==> src/rtl/nlef_pkg.sv <==
// Package for the nearest live entry finder: codes, item types, control bundles.
`default_nettype none
package nlef_pkg;
	localparam int ENTRIES_DEF    = 128;
	localparam int COORD_BITS_DEF = 24;
	localparam int RANGE_SQ_W     = 48;

	localparam logic [1:0] OP_REGISTER = 2'd0;
	localparam logic [1:0] OP_ALIVE    = 2'd1;
	localparam logic [1:0] OP_QUERY    = 2'd2;

	localparam logic [1:0] STATUS_OK     = 2'd0;
	localparam logic [1:0] STATUS_FULL   = 2'd1;
	localparam logic [1:0] STATUS_NOSLOT = 2'd2;

	typedef struct packed {
		logic [1:0]         opcode;
		logic [6:0]         slot;
		logic signed [23:0] pos_x;
		logic signed [23:0] pos_y;
		logic signed [23:0] pos_z;
		logic [7:0]         area_id;
		logic               alive_flag;
		logic               check_area;
		logic               use_range;
		logic [23:0]        min_range;
		logic [23:0]        max_range;
	} in_item_t;

	typedef struct packed {
		logic [1:0]  status;
		logic        found;
		logic [6:0]  entry_index;
		logic [51:0] best_dist_sq;
	} out_item_t;

	// Ring control shared by every cell
	typedef struct packed {
		logic shift;
		logic app_en;
		logic alive_en;
		logic alive_val;
	} cell_ctl_t;

	// Query filter settings for the distance unit
	typedef struct packed {
		logic filt;
		logic use_range;
	} qctl_t;
endpackage
`default_nettype wire

==> src/rtl/nlef_dist.sv <==
// Distance pipeline: filter, abs difference, square, sum, and running nearest pick.
`default_nettype none
module nlef_dist #(
	parameter int C     = nlef_pkg::COORD_BITS_DEF,
	parameter int CNT_W = 8,
	parameter int DW    = 2 * C + 2
) (
	input  wire                  clk,
	input  wire                  arst_n,
	input  wire                  clr,
	input  wire                  v_in,
	input  wire [CNT_W-1:0]      idx_in,
	input  wire [C-1:0]          ex,
	input  wire [C-1:0]          ey,
	input  wire [C-1:0]          ez,
	input  wire [7:0]            ea,
	input  wire                  ealive,
	input  wire [C-1:0]          qx,
	input  wire [C-1:0]          qy,
	input  wire [C-1:0]          qz,
	input  wire [7:0]            qa,
	input  nlef_pkg::qctl_t      qctl,
	input  wire [nlef_pkg::RANGE_SQ_W-1:0] lo,
	input  wire [nlef_pkg::RANGE_SQ_W-1:0] hi,
	output logic                 found,
	output logic [CNT_W-1:0]     best_idx,
	output logic [DW-1:0]        best
);
	localparam int CW = (DW > nlef_pkg::RANGE_SQ_W) ? DW : nlef_pkg::RANGE_SQ_W;

	logic               area_ok, pass;
	logic signed [C:0]  dx, dy, dz;
	logic [C-1:0]       ax_s1, ay_s1, az_s1;
	logic               v_s1, v_s2, v_s3;
	logic [CNT_W-1:0]   idx_s1, idx_s2, idx_s3;
	logic [2*C-1:0]     sx_s2, sy_s2, sz_s2;
	logic [DW-1:0]      sum_s3;
	logic               in_win, better;
	logic               found_q;
	logic [CNT_W-1:0]   best_idx_q;
	logic [DW-1:0]      best_q;

	// Strict rule needs a matching nonzero area; lenient also keeps area none
	always_comb begin
		if (!qctl.filt)
			area_ok = 1'b1;
		else if (qctl.use_range)
			area_ok = (ea == 8'd0) || (ea == qa);
		else
			area_ok = (ea != 8'd0) && (ea == qa);
		pass = v_in && ealive && area_ok;
		dx = $signed({qx[C-1], qx}) - $signed({ex[C-1], ex});
		dy = $signed({qy[C-1], qy}) - $signed({ey[C-1], ey});
		dz = $signed({qz[C-1], qz}) - $signed({ez[C-1], ez});
	end

	// Stage valids
	always_ff @(posedge clk or negedge arst_n) begin
		if (!arst_n) begin
			v_s1 <= 1'b0;
			v_s2 <= 1'b0;
			v_s3 <= 1'b0;
		end else begin
			v_s1 <= pass;
			v_s2 <= v_s1;
			v_s3 <= v_s2;
		end
	end

	// Magnitude, square, sum
	always_ff @(posedge clk) begin
		ax_s1  <= dx[C] ? C'(-dx) : C'(dx);
		ay_s1  <= dy[C] ? C'(-dy) : C'(dy);
		az_s1  <= dz[C] ? C'(-dz) : C'(dz);
		idx_s1 <= idx_in;
		sx_s2  <= (2*C)'(ax_s1) * (2*C)'(ax_s1);
		sy_s2  <= (2*C)'(ay_s1) * (2*C)'(ay_s1);
		sz_s2  <= (2*C)'(az_s1) * (2*C)'(az_s1);
		idx_s2 <= idx_s1;
		sum_s3 <= DW'(sx_s2) + DW'(sy_s2) + DW'(sz_s2);
		idx_s3 <= idx_s2;
	end

	// Keep a candidate only if strictly nearer, so the lowest index wins ties
	always_comb begin
		in_win = !qctl.use_range || ((CW'(sum_s3) > CW'(lo)) && (CW'(sum_s3) < CW'(hi)));
		better = v_s3 && in_win && (!found_q || sum_s3 < best_q);
	end

	always_ff @(posedge clk or negedge arst_n) begin
		if (!arst_n)
			found_q <= 1'b0;
		else if (clr)
			found_q <= 1'b0;
		else if (better)
			found_q <= 1'b1;
	end

	always_ff @(posedge clk) begin
		if (better) begin
			best_q     <= sum_s3;
			best_idx_q <= idx_s3;
		end
	end

	assign found    = found_q;
	assign best_idx = best_idx_q;
	assign best     = best_q;
endmodule
`default_nettype wire

==> config.mk <==
export PLATFORM = sky130hd
export DESIGN_NAME = nlef_dist
export DESIGN_NICKNAME = d
export VERILOG_FILES = /design/src/rtl/nlef_pkg.sv /design/src/rtl/nlef_dist.sv
export SDC_FILE = /design/constraint.sdc
export NUM_CORES = 2
export LEC_CHECK = 0
export ABC_AREA = 1
export ABC_CLOCK_PERIOD_IN_PS = 10500
export BUFFER_PORTS_ARGS = -buffer_cell sky130_fd_sc_hd__buf_4
export CORE_UTILIZATION = 35
export CTS_CLUSTER_SIZE = 24
export DETAILED_ROUTE_END_ITERATION = 10
export GPL_ROUTABILITY_DRIVEN = 0
export GPL_TIMING_DRIVEN = 0
export HOLD_SLACK_MARGIN = 0.08
export SETUP_SLACK_MARGIN = 0.3
export SLEW_MARGIN = 40
export SYNTH_ARGS = -nofsm -noshare
export SYNTH_HDL_FRONTEND = slang
export SYNTH_SLANG_ARGS = --single-unit
export TNS_END_PERCENT = 10
==> constraint.sdc <==
create_clock -name clk -period 10.5 [get_ports clk]
set_input_delay 1.575 -clock clk [delete_from_list [all_inputs] [get_ports clk]]
set_output_delay 1.575 -clock clk [all_outputs]
set_load 0.01 [all_outputs]
==> flow_summary.toml <==
[floorplan]
core.rowCount = 168
dieWidth_um = 461
die_h_um = 461
coreArea_um2 = 209000
boundaryPins = 330
start_util_pct = 35.2
dieArea_um2 = 212000

[drt]
via_per_inst = 4.75
via_count = 60000
drtAntennaViolNets = 0
dr.pass1.iters = 8
drt_iter0_drc = 4505
wl_per_cell_um = 16.8
remaining_drc_errors = 0
wl_mm = 213

[clocking]
cts_resized = 0
cts.sinks = 349
clk_pin_slew_ns = 0.06
clock-root-buffer = "clkbuf_16"
cts_max_level = 2
cts_buffers = 44
cts_buffer_depth = 3
cts_tree = "built"
cts_setup_buffers = 0
cts_hold_buf = 0
insertion_delay_ns = 0.67

[yosys]
ys_ff_latch = 349
ys_types = 55
synthArstFlopShare_pct = 1.15
synth_seq_area_share_pct = 10.3
syn_area_um2 = 73700
synth_edf_count = 58
synth_flop_cell = "dfxtp_1"
yosysWarnings = 0
syn_area_per_cell_um2 = 7.82
synthCells = 9426

[min_path]
hold_depth = 0
hp-class = "register to register"

[sta]
post-route-min-period_ns = 7.88
finalHoldViolCount = 0
fin_crit_sh_pct = 75.0
slew_headroom_pct = 37.5
rsz0062_at_grt = "false"
final_max_slew_viol_count = 0
clock_skew_ns = 0.0542
max_freq_ghz = 0.127
tightest_slew_ns = 0.937
worst_hold_slack_ns = 0.320
fin_setup_tns_ns = 0
setup_viol = 0

[layout]
final_nets = 12200
area_growth_pct = 10.4
final_layout_size_suffix_gt1_share_pct = 5.16
fillers = 21600

[flow_run]
maxCapViolations = 0

[setup_path]
critPathMaxFanout = 10
worst_ep_required_time_ns = 11.05
cp_slowest_cell = "dfxtp_1"
slowest_delay_ns = 0.79
worstPathArrival_ns = 8.43
startpoint_type = "register"
r2r_cells = 28
path_class = "register to register"
end_kind = "register"
cp_common_cell = "inv_1"

[placement]
place.port_buffers = 329
dp.final_hpwl_mm = 183

[grt]
grtUsageTotal_pct = 20.2
grt_pass1_vias = 62700
antenna_found_initial = 3
grt_pass1_wl_mm = 337
gr-total-overflow = 0
grt_max_degree = 21

[status]
outcome = "finished, final reports clean"
[routing by layer]
metal | track usage [%] | routed length, um | vias up
met5 | 0 | 0 | -
met4 | 5.50 | 6110 | 0
met3 | 3.64 | 18000 | 332
met2 | 33.4 | 96900 | 2239
met1 | 27.0 | 91900 | 29100
li1 | - | - | 28400
[critical path: cells and delay by family (launching register included)]
family,cells,cell delay [ns]
fa+ha+maj,8,3.92
buf+inv,10,1.38
simple gates,7,0.94
flops,1,0.79
compound gates,3,0.73
[synth_stat cells, drive strengths merged (2+ instances only)]
library cell	count	area, um^2
inv	2871	10800
nand2	2023	7670
fa	1318	26400
ha	795	9950
nor2	499	1930
a21oi	349	1780
dfxtp	287	5750
nand3	268	1390
xor2	182	1600
o21ai	176	888
clkbuf	151	567
xnor2	84	736
a31oi	58	363
edfxtp	58	1740
nand4	56	350
nor3	48	245
a21o	43	323
nor4	30	188
o21bai	30	225
nand3b	18	135
o21a	14	105
a21boi	13	97.6
o211ai	8	60.1
buf	6	48.8
or2	6	37.5
a211oi	5	37.5
o2111ai	5	43.8
dfrtp	4	100
and3	3	18.8
o221ai	3	26.3
o31ai	3	22.5
a221oi	2	17.5
and2	2	12.5
[cell families (layout without fill, tap and decap cells)]
| family | Yosys count | after routing | share of synthesized area [%] |
|---|---|---|---|
| simple gates | 2956 | 2956 | 16.3 |
| fa+ha+maj | 2113 | 2113 | 49.3 |
| xor+xnor | 266 | 266 | 3.17 |
| buf+inv | 3029 | 3441 | 15.5 |
| flops | 349 | 349 | 10.3 |
| other cells | 1 | 7 | 0.00509 |
| compound gates | 712 | 712 | 5.45 |
[flip-flops by register name (all words and copies together) (netlist names), 24 cells and up]
signal	cells
best	50
sum_s3	50
sx_s2	47
sy_s2	47
sz_s2	47
ax_s1	24
ay_s1	24
az_s1	24
[final cells by class]
type / count / area [um^2] / area share [%]
inverters: 2872 / 10800 / 13.3
plain buffers: 157 / 631 / 0.776
flip-flops and latches: 349 / 7590 / 9.33
diodes: 4 / 10.0 / 0.0123
clock buffers: 57 / 1240 / 1.53
well taps: 2805 / 3510 / 4.32
repair buffers: 332 / 2540 / 3.12
clock inverters: 23 / 302 / 0.371
multi-input cells: 6050 / 54700 / 67.3
[path summary, 6_finish.rpt]
path	slack, ns	startpoint	to
worst min-delay path	0.32	idx_s1[7]$_DFF_P_	idx_s2[7]$_DFF_P_
worst min register to register	0.32	idx_s1[7]$_DFF_P_	idx_s2[7]$_DFF_P_
max in group asynchronous	9.71	arst_n	v_s1$_DFF_PN0_
min in group asynchronous	0.69	arst_n	found$_DFFE_PN0P_
worst max-delay path	2.62	ay_s1[7]$_DFF_P_	sy_s2[38]$_DFF_P_
worst max register to register	2.62	ay_s1[7]$_DFF_P_	sy_s2[38]$_DFF_P_
[through the flow]
step,cells,setup slack (ns),area [um^2],util [%]
after floorplan,9428,4.29,73700,-
after global placement,12600,2.85,79700,38.1
after detailed placement,12600,2.80,79800,38.1
after CTS,12600,2.77,81300,38.8
after global routing,12600,2.41,81300,38.8
final,12600,2.62,81300,38.8
[cells in the final DEF (no fill, tap or decap), types with 6 or more instances in the layout]
cell type  Yosys  layout
fa_1        1318    1318
nor4_1        30      30
o211ai_1       8       8
clkbuf_16      0      47
xor2_1       181     181
buf_4          0     329
nor2_1       483     482
xnor2_1       84      84
clkbuf_2       0      12
nand3_2        9       9
o21ai_0      165     165
nand2_1     1995    1995
a21oi_2        9       9
o21bai_1      30      30
clkbuf_1     151     146
a31oi_1       58      58
a21o_1        43      43
nand3_1      259     259
inv_2          8       8
inv_1       2862    2862
edfxtp_1      58      58
nand4_1       56      56
ha_1         795     795
clkinv_2       0       6
o21a_1        14      14
nand3b_1      18      18
a21oi_1      340     340
nand2_2       26      26
nor2_2        13      13
dfxtp_1      287     287
or2_2          6       6
o21ai_1        9       9
nor3_1        47      47
a21boi_0      12      12
Power is not shown: default switching activity piles up to over one toggle a cycle in this logic, so the estimate is an artifact.
