$ cat config.mk
export PLATFORM = sky130hd
export DESIGN_NAME = nlef_cell
export DESIGN_NICKNAME = d
export VERILOG_FILES = /design/src/rtl/nlef_pkg.sv /design/src/rtl/nlef_cell.sv
export SDC_FILE = /design/constraint.sdc
export NUM_CORES = 1
export LEC_CHECK = 0
export CAP_MARGIN = 10
export CELL_PAD_IN_SITES_DETAIL_PLACEMENT = 0
export CELL_PAD_IN_SITES_GLOBAL_PLACEMENT = 1
export CORE_AREA = 2 2 101 103
export CTS_BUF_LIST = sky130_fd_sc_hd__clkbuf_4 sky130_fd_sc_hd__clkbuf_8 sky130_fd_sc_hd__clkbuf_16
export CTS_CLUSTER_DIAMETER = 40
export DETAILED_ROUTE_END_ITERATION = 7
export DIE_AREA = 0 0 103 105
export DONT_BUFFER_PORTS = 1
export PLACE_DENSITY_LB_ADDON = 0.1
export SLEW_MARGIN = 0
export SYNTH_ARGS = -nofsm -noshare
export SYNTH_HDL_FRONTEND = slang
export SYNTH_SLANG_ARGS = --single-unit
$ cat constraint.sdc
create_clock -name clk -period 3.9 [get_ports clk]
set_input_delay 0.195 -clock clk [delete_from_list [all_inputs] [get_ports clk]]
set_output_delay 0.195 -clock clk [all_outputs]
set_load 0.02 [all_outputs]
$ cat src/rtl/nlef_pkg.sv
// Package for the nearest live entry finder: codes, item types, control bundles.
`default_nettype none
package nlef_pkg;
	localparam int ENTRIES_DEF    = 128;
	localparam int COORD_BITS_DEF = 24;
	localparam int RANGE_SQ_W     = 48;

	localparam logic [1:0] OP_REGISTER = 2'd0;
	localparam logic [1:0] OP_ALIVE    = 2'd1;
	localparam logic [1:0] OP_QUERY    = 2'd2;

	localparam logic [1:0] STATUS_OK     = 2'd0;
	localparam logic [1:0] STATUS_FULL   = 2'd1;
	localparam logic [1:0] STATUS_NOSLOT = 2'd2;

	typedef struct packed {
		logic [1:0]         opcode;
		logic [6:0]         slot;
		logic signed [23:0] pos_x;
		logic signed [23:0] pos_y;
		logic signed [23:0] pos_z;
		logic [7:0]         area_id;
		logic               alive_flag;
		logic               check_area;
		logic               use_range;
		logic [23:0]        min_range;
		logic [23:0]        max_range;
	} in_item_t;

	typedef struct packed {
		logic [1:0]  status;
		logic        found;
		logic [6:0]  entry_index;
		logic [51:0] best_dist_sq;
	} out_item_t;

	// Ring control shared by every cell
	typedef struct packed {
		logic shift;
		logic app_en;
		logic alive_en;
		logic alive_val;
	} cell_ctl_t;

	// Query filter settings for the distance unit
	typedef struct packed {
		logic filt;
		logic use_range;
	} qctl_t;
endpackage
`default_nettype wire

$ cat src/rtl/nlef_cell.sv
// One ring cell: holds a single table entry and passes it to its neighbor on a shift.
`default_nettype none
module nlef_cell #(
	parameter int C     = nlef_pkg::COORD_BITS_DEF,
	parameter int CNT_W = 8,
	parameter int IDX   = 0
) (
	input  wire                     clk,
	input  nlef_pkg::cell_ctl_t     ctl,
	input  wire [CNT_W-1:0]         count,
	input  wire [6:0]               slot,
	input  wire [C-1:0]             new_x,
	input  wire [C-1:0]             new_y,
	input  wire [C-1:0]             new_z,
	input  wire [7:0]               new_area,
	input  wire                     new_alive,
	input  wire [C-1:0]             nb_x,
	input  wire [C-1:0]             nb_y,
	input  wire [C-1:0]             nb_z,
	input  wire [7:0]               nb_area,
	input  wire                     nb_alive,
	output logic [C-1:0]            x,
	output logic [C-1:0]            y,
	output logic [C-1:0]            z,
	output logic [7:0]              area,
	output logic                    alive
);
	logic [C-1:0] x_q, y_q, z_q;
	logic [7:0]   area_q;
	logic         alive_q;

	// Rotate, append at the fill point, or rewrite the alive flag
	always_ff @(posedge clk) begin
		if (ctl.shift) begin
			x_q     <= nb_x;
			y_q     <= nb_y;
			z_q     <= nb_z;
			area_q  <= nb_area;
			alive_q <= nb_alive;
		end else if (ctl.app_en && count == CNT_W'(IDX)) begin
			x_q     <= new_x;
			y_q     <= new_y;
			z_q     <= new_z;
			area_q  <= new_area;
			alive_q <= new_alive;
		end else if (ctl.alive_en && 32'(slot) == 32'(IDX)) begin
			alive_q <= ctl.alive_val;
		end
	end

	assign x     = x_q;
	assign y     = y_q;
	assign z     = z_q;
	assign area  = area_q;
	assign alive = alive_q;
endmodule
`default_nettype wire

==> results of run 1 <==
==> per-layer routing <==
layer / part of all wire [%] / up-vias / routed length, um
li1: - / 722 / -
met1: 31 / 793 / 2331
met2: 58 / 151 / 4345
met3: 9.9 / 5 / 741
met4: 0.92 / 0 / 69
met5: 0 / - / 0
==> cell families (layout without fill, tap and decap cells) <==
| group | after synthesis | after routing | synth area share (%) |
|---|---|---|---|
| AOI/OAI and AO/OA | 5 | 5 | 1.171 |
| buffers and inverters | 11 | 17 | 2.804 |
| DFF | 81 | 81 | 68.99 |
| muxes | 80 | 80 | 25.55 |
| and+or+nand+nor | 5 | 5 | 1.491 |
==> area by class of cell <==
class                   instances  area (sq um)
inverters                       2         7.507
flip-flops and latches         81          2432
multi-input cells              90          1003
clock inverters                 5         33.78
clock buffers                  10         131.4
fillers                       889          5864
well taps                     133         166.4
==> registers in the layout, summed over array words and instances (netlist names) <==
register and flops:
z 24, x 24, y 24, area 8, alive 1
==> metrics by stage <==
stage / hold slack [ps] / std cells / instance area (sq um) / utilization (%) / worst slack [ps]
3_3_place_gp: 415.8 / 306 / 3610 / 37.45 / 2021
4_1_cts: 55.04 / 321 / 3775 / 39.16 / 2299
3_5_place_dp: 417.8 / 306 / 3610 / 37.45 / 1928
6_report: 75.59 / 321 / 3775 / 39.16 / 2321
5_1_grt: 43.39 / 321 / 3775 / 39.16 / 2180
2_1_floorplan: 414.8 / 182 / 3526 / - / 1774
==> report_power, final <==
part           internal, mW  switching, mW  leakage [nW]
clock                 0.233          0.290        0.0715
combinational        0.0636         0.0376         0.357
sequential             1.06          0.136         0.793
total                  1.36          0.464          1.22
==> path summary, 6_finish.rpt <==
| kind | endpoint | slack, ps | cells past startpoint |
|---|---|---|---|
| setup / recovery | z[18] | 2320 | 2 |
| hold / removal | z[14] | 80 | 1 |
==> placed cells by master, fill, tap and decap left out, drive strengths merged <==
cell	instances
mux2	80
a31oi	1
clkbuf	10
a41o	1
edfxtp	81
nor4b	1
clkinv	1
a21o	1
inv	2
nor3	1
nor2b	1
a31o	1
nor4	2
clkinvlp	4
a2bb2oi	1
==> results.json, run 1 <==
{
  "fp-row-count": 36,
  "synthTopCellsByArea": "edfxtp_1, mux2_2, buf_6",
  "clock_sink_count": 81,
  "finalSetupViolations": 0,
  "power.density_nw_per_um2": 482.5,
  "cts_buffer_depth": 2,
  "setup_tns_ps": 0,
  "yosysMostFrequentCell": "edfxtp_1",
  "synth_top_area_share_pct": 68.99,
  "grtUsageMet2_pct": 25.23,
  "cts_resized": 0,
  "grt_use_total_pct": 13.10,
  "die_w_um": 103,
  "cp-startpoint": "count[2]",
  "cp.arrival_ps": 1530,
  "top_usage_layer": "met2",
  "synth_area_sq_um": 3526,
  "syn_to_final_growth_pct": 7.062,
  "drive_gt1_share_pct": 51.60,
  "crit_family": "compound AO/OA/AOI/OAI gates",
  "finalCritPeriodShare_pct": 40.50,
  "ys_seq_elements": 81,
  "syn_inst": 182,
  "route.detailed.drc": 0,
  "cpMaxStageDelayCell": "a31o_4",
  "place.gp.congestion": 0.7399,
  "io_pins": 263,
  "dieHeight_um": 105,
  "max_slew_margin_pct": 25.34,
  "grt.met3_usage_pct": 6.020,
  "maxSlewViolCount": 0,
  "via_count": 1671,
  "min_period_ps": 1579,
  "worstPathCellList": "nor4_4 > a31o_4",
  "holdBufCountCts": 0,
  "wirelength_um": 7487,
  "leakage_nw": 1.221,
  "grt_first_pass_wirelength_um": 10280,
  "io_buffers": 0,
  "outcome": "completed",
  "cp.buffers_inverters": 0,
  "startpoint_type": "input pin",
  "drv_cap": 0,
  "hold_viol": 0,
  "grt_max_degree": 84,
  "tightest_slew_ps": 1120,
  "fp.coreArea_sq_um": 9639,
  "via_per_inst": 5.206,
  "grt_pass1_vias": 1899,
  "htreeDepth": 3,
  "total_power_mw": 1.821,
  "synth_edf_count": 81,
  "grt_setup_unrepaired": "no",
  "synth_commonest_cells": "edfxtp_1, mux2_2, buf_6",
  "critPathMaxFanout": 81,
  "min_from": "new_z[14]",
  "max-vdd-ir-drop_mv": 0.2009,
  "met1_usage_pct": 11.13,
  "first_pass_iters": 2,
  "cts_setup_buffers": 0,
  "end_kind": "register",
  "cts-root-buf": "clkbuf_8",
  "syn_area_per_cell_sq_um": 19.37,
  "grt-ovfl-total": 0,
  "hp-class": "input pin to register",
  "yosysTopAreaCell": "edfxtp_1",
  "nets": 366,
  "cts_inserted_buffers": 9,
  "start_util_pct": 36.58,
  "wl_per_cell_um": 23.32,
  "antenna_cells": 0,
  "crit_required_ps": 3850,
  "postRouteAntennaNets": 0,
  "syn_nets": 364,
  "cts_tree": "yes",
  "ys_warn_count": 0,
  "dieArea_sq_um": 10820,
  "clock.fmax_mhz": 633.1,
  "synth_cell_types": 16,
  "path_clk_slew_ps": 80,
  "antenna_found_initial": 0,
  "slowest_delay_ps": 930,
  "seq_area_frac_synth_pct": 68.99,
  "synthFlopType": "edfxtp_1",
  "crit_type": "input pin to register",
  "synthArstFlopShare_pct": 0,
  "initialDrtViolationCount": 27
}
Power figures use the tool's default switching activity.
==> run 2: changes to the inputs <==
- CORE_AREA: 2 2 101 103 -> default
- CORE_ASPECT_RATIO: default -> 0.5
- CORE_MARGIN: default -> 1.5
- CORE_UTILIZATION: default -> 43
- DIE_AREA: 0 0 103 105 -> default
- clock period: 3.9 -> 1.45 ns (I/O delays scaled with it)
==> run 2 against run 1 <==
The run now fails in clock tree synthesis. Synthesized cell count did not move. Area after synthesis unchanged.
==> results.json, run 2 <==
{
  "place.gp.congestion": 0.6783,
  "fp-row-count": 23,
  "cts_setup_buffers": 0,
  "stop_stage": "clock tree synthesis",
  "synthTopCellsByArea": "edfxtp_1, mux2_2, buf_6",
  "io_buffers": 0,
  "cts_buffer_depth": 2,
  "synthFlopType": "edfxtp_1",
  "ys_warn_count": 0,
  "syn_inst": 182,
  "clock_sink_count": 81,
  "yosysMostFrequentCell": "edfxtp_1",
  "ys_seq_elements": 81,
  "tool.error": "[ERROR RSZ-0060] Max buffer count reached.",
  "synthArstFlopShare_pct": 0,
  "cts_resized": 0,
  "synth_commonest_cells": "edfxtp_1, mux2_2, buf_6",
  "outcome": "aborted with a tool error",
  "cts-root-buf": "clkbuf_16",
  "synth_cell_types": 16,
  "holdBufCountCts": 102,
  "seq_area_frac_synth_pct": 68.99,
  "cts_inserted_buffers": 9,
  "synth_top_area_share_pct": 68.99,
  "start_util_pct": 44.23,
  "synth_edf_count": 81,
  "htreeDepth": 3,
  "die_w_um": 131.1,
  "yosysTopAreaCell": "edfxtp_1",
  "synth_area_sq_um": 3526,
  "syn_area_per_cell_sq_um": 19.37,
  "dieHeight_um": 67.03,
  "io_pins": 263,
  "syn_nets": 364
}
run 2: cell families after synthesis:
family | Yosys count | synth area share (%)
flip-flops | 81 | 68.99
multiplexers | 80 | 25.55
buffers and inverters | 11 | 2.804
AO/OA/AOI/OAI | 5 | 1.171
AND/OR/NAND/NOR | 5 | 1.491
run 2: through the flow:
stage                     cells  area, sq um  worst slack [ps]  setup TNS, ps  hold WS, ps
after floorplan             182         3535            -119.0          -5272        292.3
after detailed placement    287         3623             186.1              0        296.1
after global placement      287         3623             217.2              0        296.0
==> run 3: changes to the inputs <==
- CELL_PAD_IN_SITES_DETAIL_PLACEMENT: 0 -> default
- CELL_PAD_IN_SITES_GLOBAL_PLACEMENT: 1 -> default
- CORE_ASPECT_RATIO: 0.5 -> default
- CORE_UTILIZATION: 43 -> 35
- CTS_BUF_LIST: sky130_fd_sc_hd__clkbuf_4 sky130_fd_sc_hd__clkbuf_8 sky130_fd_sc_hd__clkbuf_16 -> default
- CTS_CLUSTER_DIAMETER: 40 -> default
- PLACE_DENSITY_LB_ADDON: 0.1 -> 0.15
- clock period: 1.45 -> 1.89 ns (I/O delays scaled with it)
==> run 3 against run 2 <==
The flow again stops in clock tree synthesis. Synthesized cell count is the same. Area after synthesis is the same.
==> results.json, run 3 <==
{
  "synth_edf_count": 81,
  "synth_cell_types": 16,
  "die_w_um": 103.4,
  "io_pins": 263,
  "synth_commonest_cells": "edfxtp_1, mux2_2, buf_6",
  "stop_stage": "clock tree synthesis",
  "ys_seq_elements": 81,
  "io_buffers": 0,
  "synth_area_sq_um": 3526,
  "holdBufCountCts": 101,
  "syn_nets": 364,
  "synthTopCellsByArea": "edfxtp_1, mux2_2, buf_6",
  "syn_area_per_cell_sq_um": 19.37,
  "dp_hpwl_um": 5374,
  "yosysTopAreaCell": "edfxtp_1",
  "tool.error": "[ERROR RSZ-0060] Max buffer count reached.",
  "htreeDepth": 3,
  "synthArstFlopShare_pct": 0,
  "synth_top_area_share_pct": 68.99,
  "dieHeight_um": 103.4,
  "cts_resized": 0,
  "ys_warn_count": 0,
  "synthFlopType": "edfxtp_1",
  "seq_area_frac_synth_pct": 68.99,
  "clock_sink_count": 81,
  "syn_inst": 182,
  "cts_inserted_buffers": 9,
  "place.gp.congestion": 0.7014,
  "start_util_pct": 36.07,
  "yosysMostFrequentCell": "edfxtp_1",
  "outcome": "aborted with a tool error",
  "cts_setup_buffers": 0,
  "cts-root-buf": "clkbuf_8",
  "cts_buffer_depth": 2,
  "place_ws_ps": 584.3,
  "fp-row-count": 36
}
run 3: per-stage QoR:
| stage | util (%) | cells | area (sq um) |
|---|---|---|---|
| 2_1_floorplan | - | 182 | 3535 |
| 3_3_place_gp | 37.34 | 308 | 3650 |
| 3_5_place_dp | 37.34 | 308 | 3650 |
run 3: kinds of logic after synthesis:
family	after synthesis	synth area share, %
AOI/OAI and AO/OA	5	1.171
buffers and inverters	11	2.804
DFF	81	68.99
muxes	80	25.55
and+or+nand+nor	5	1.491
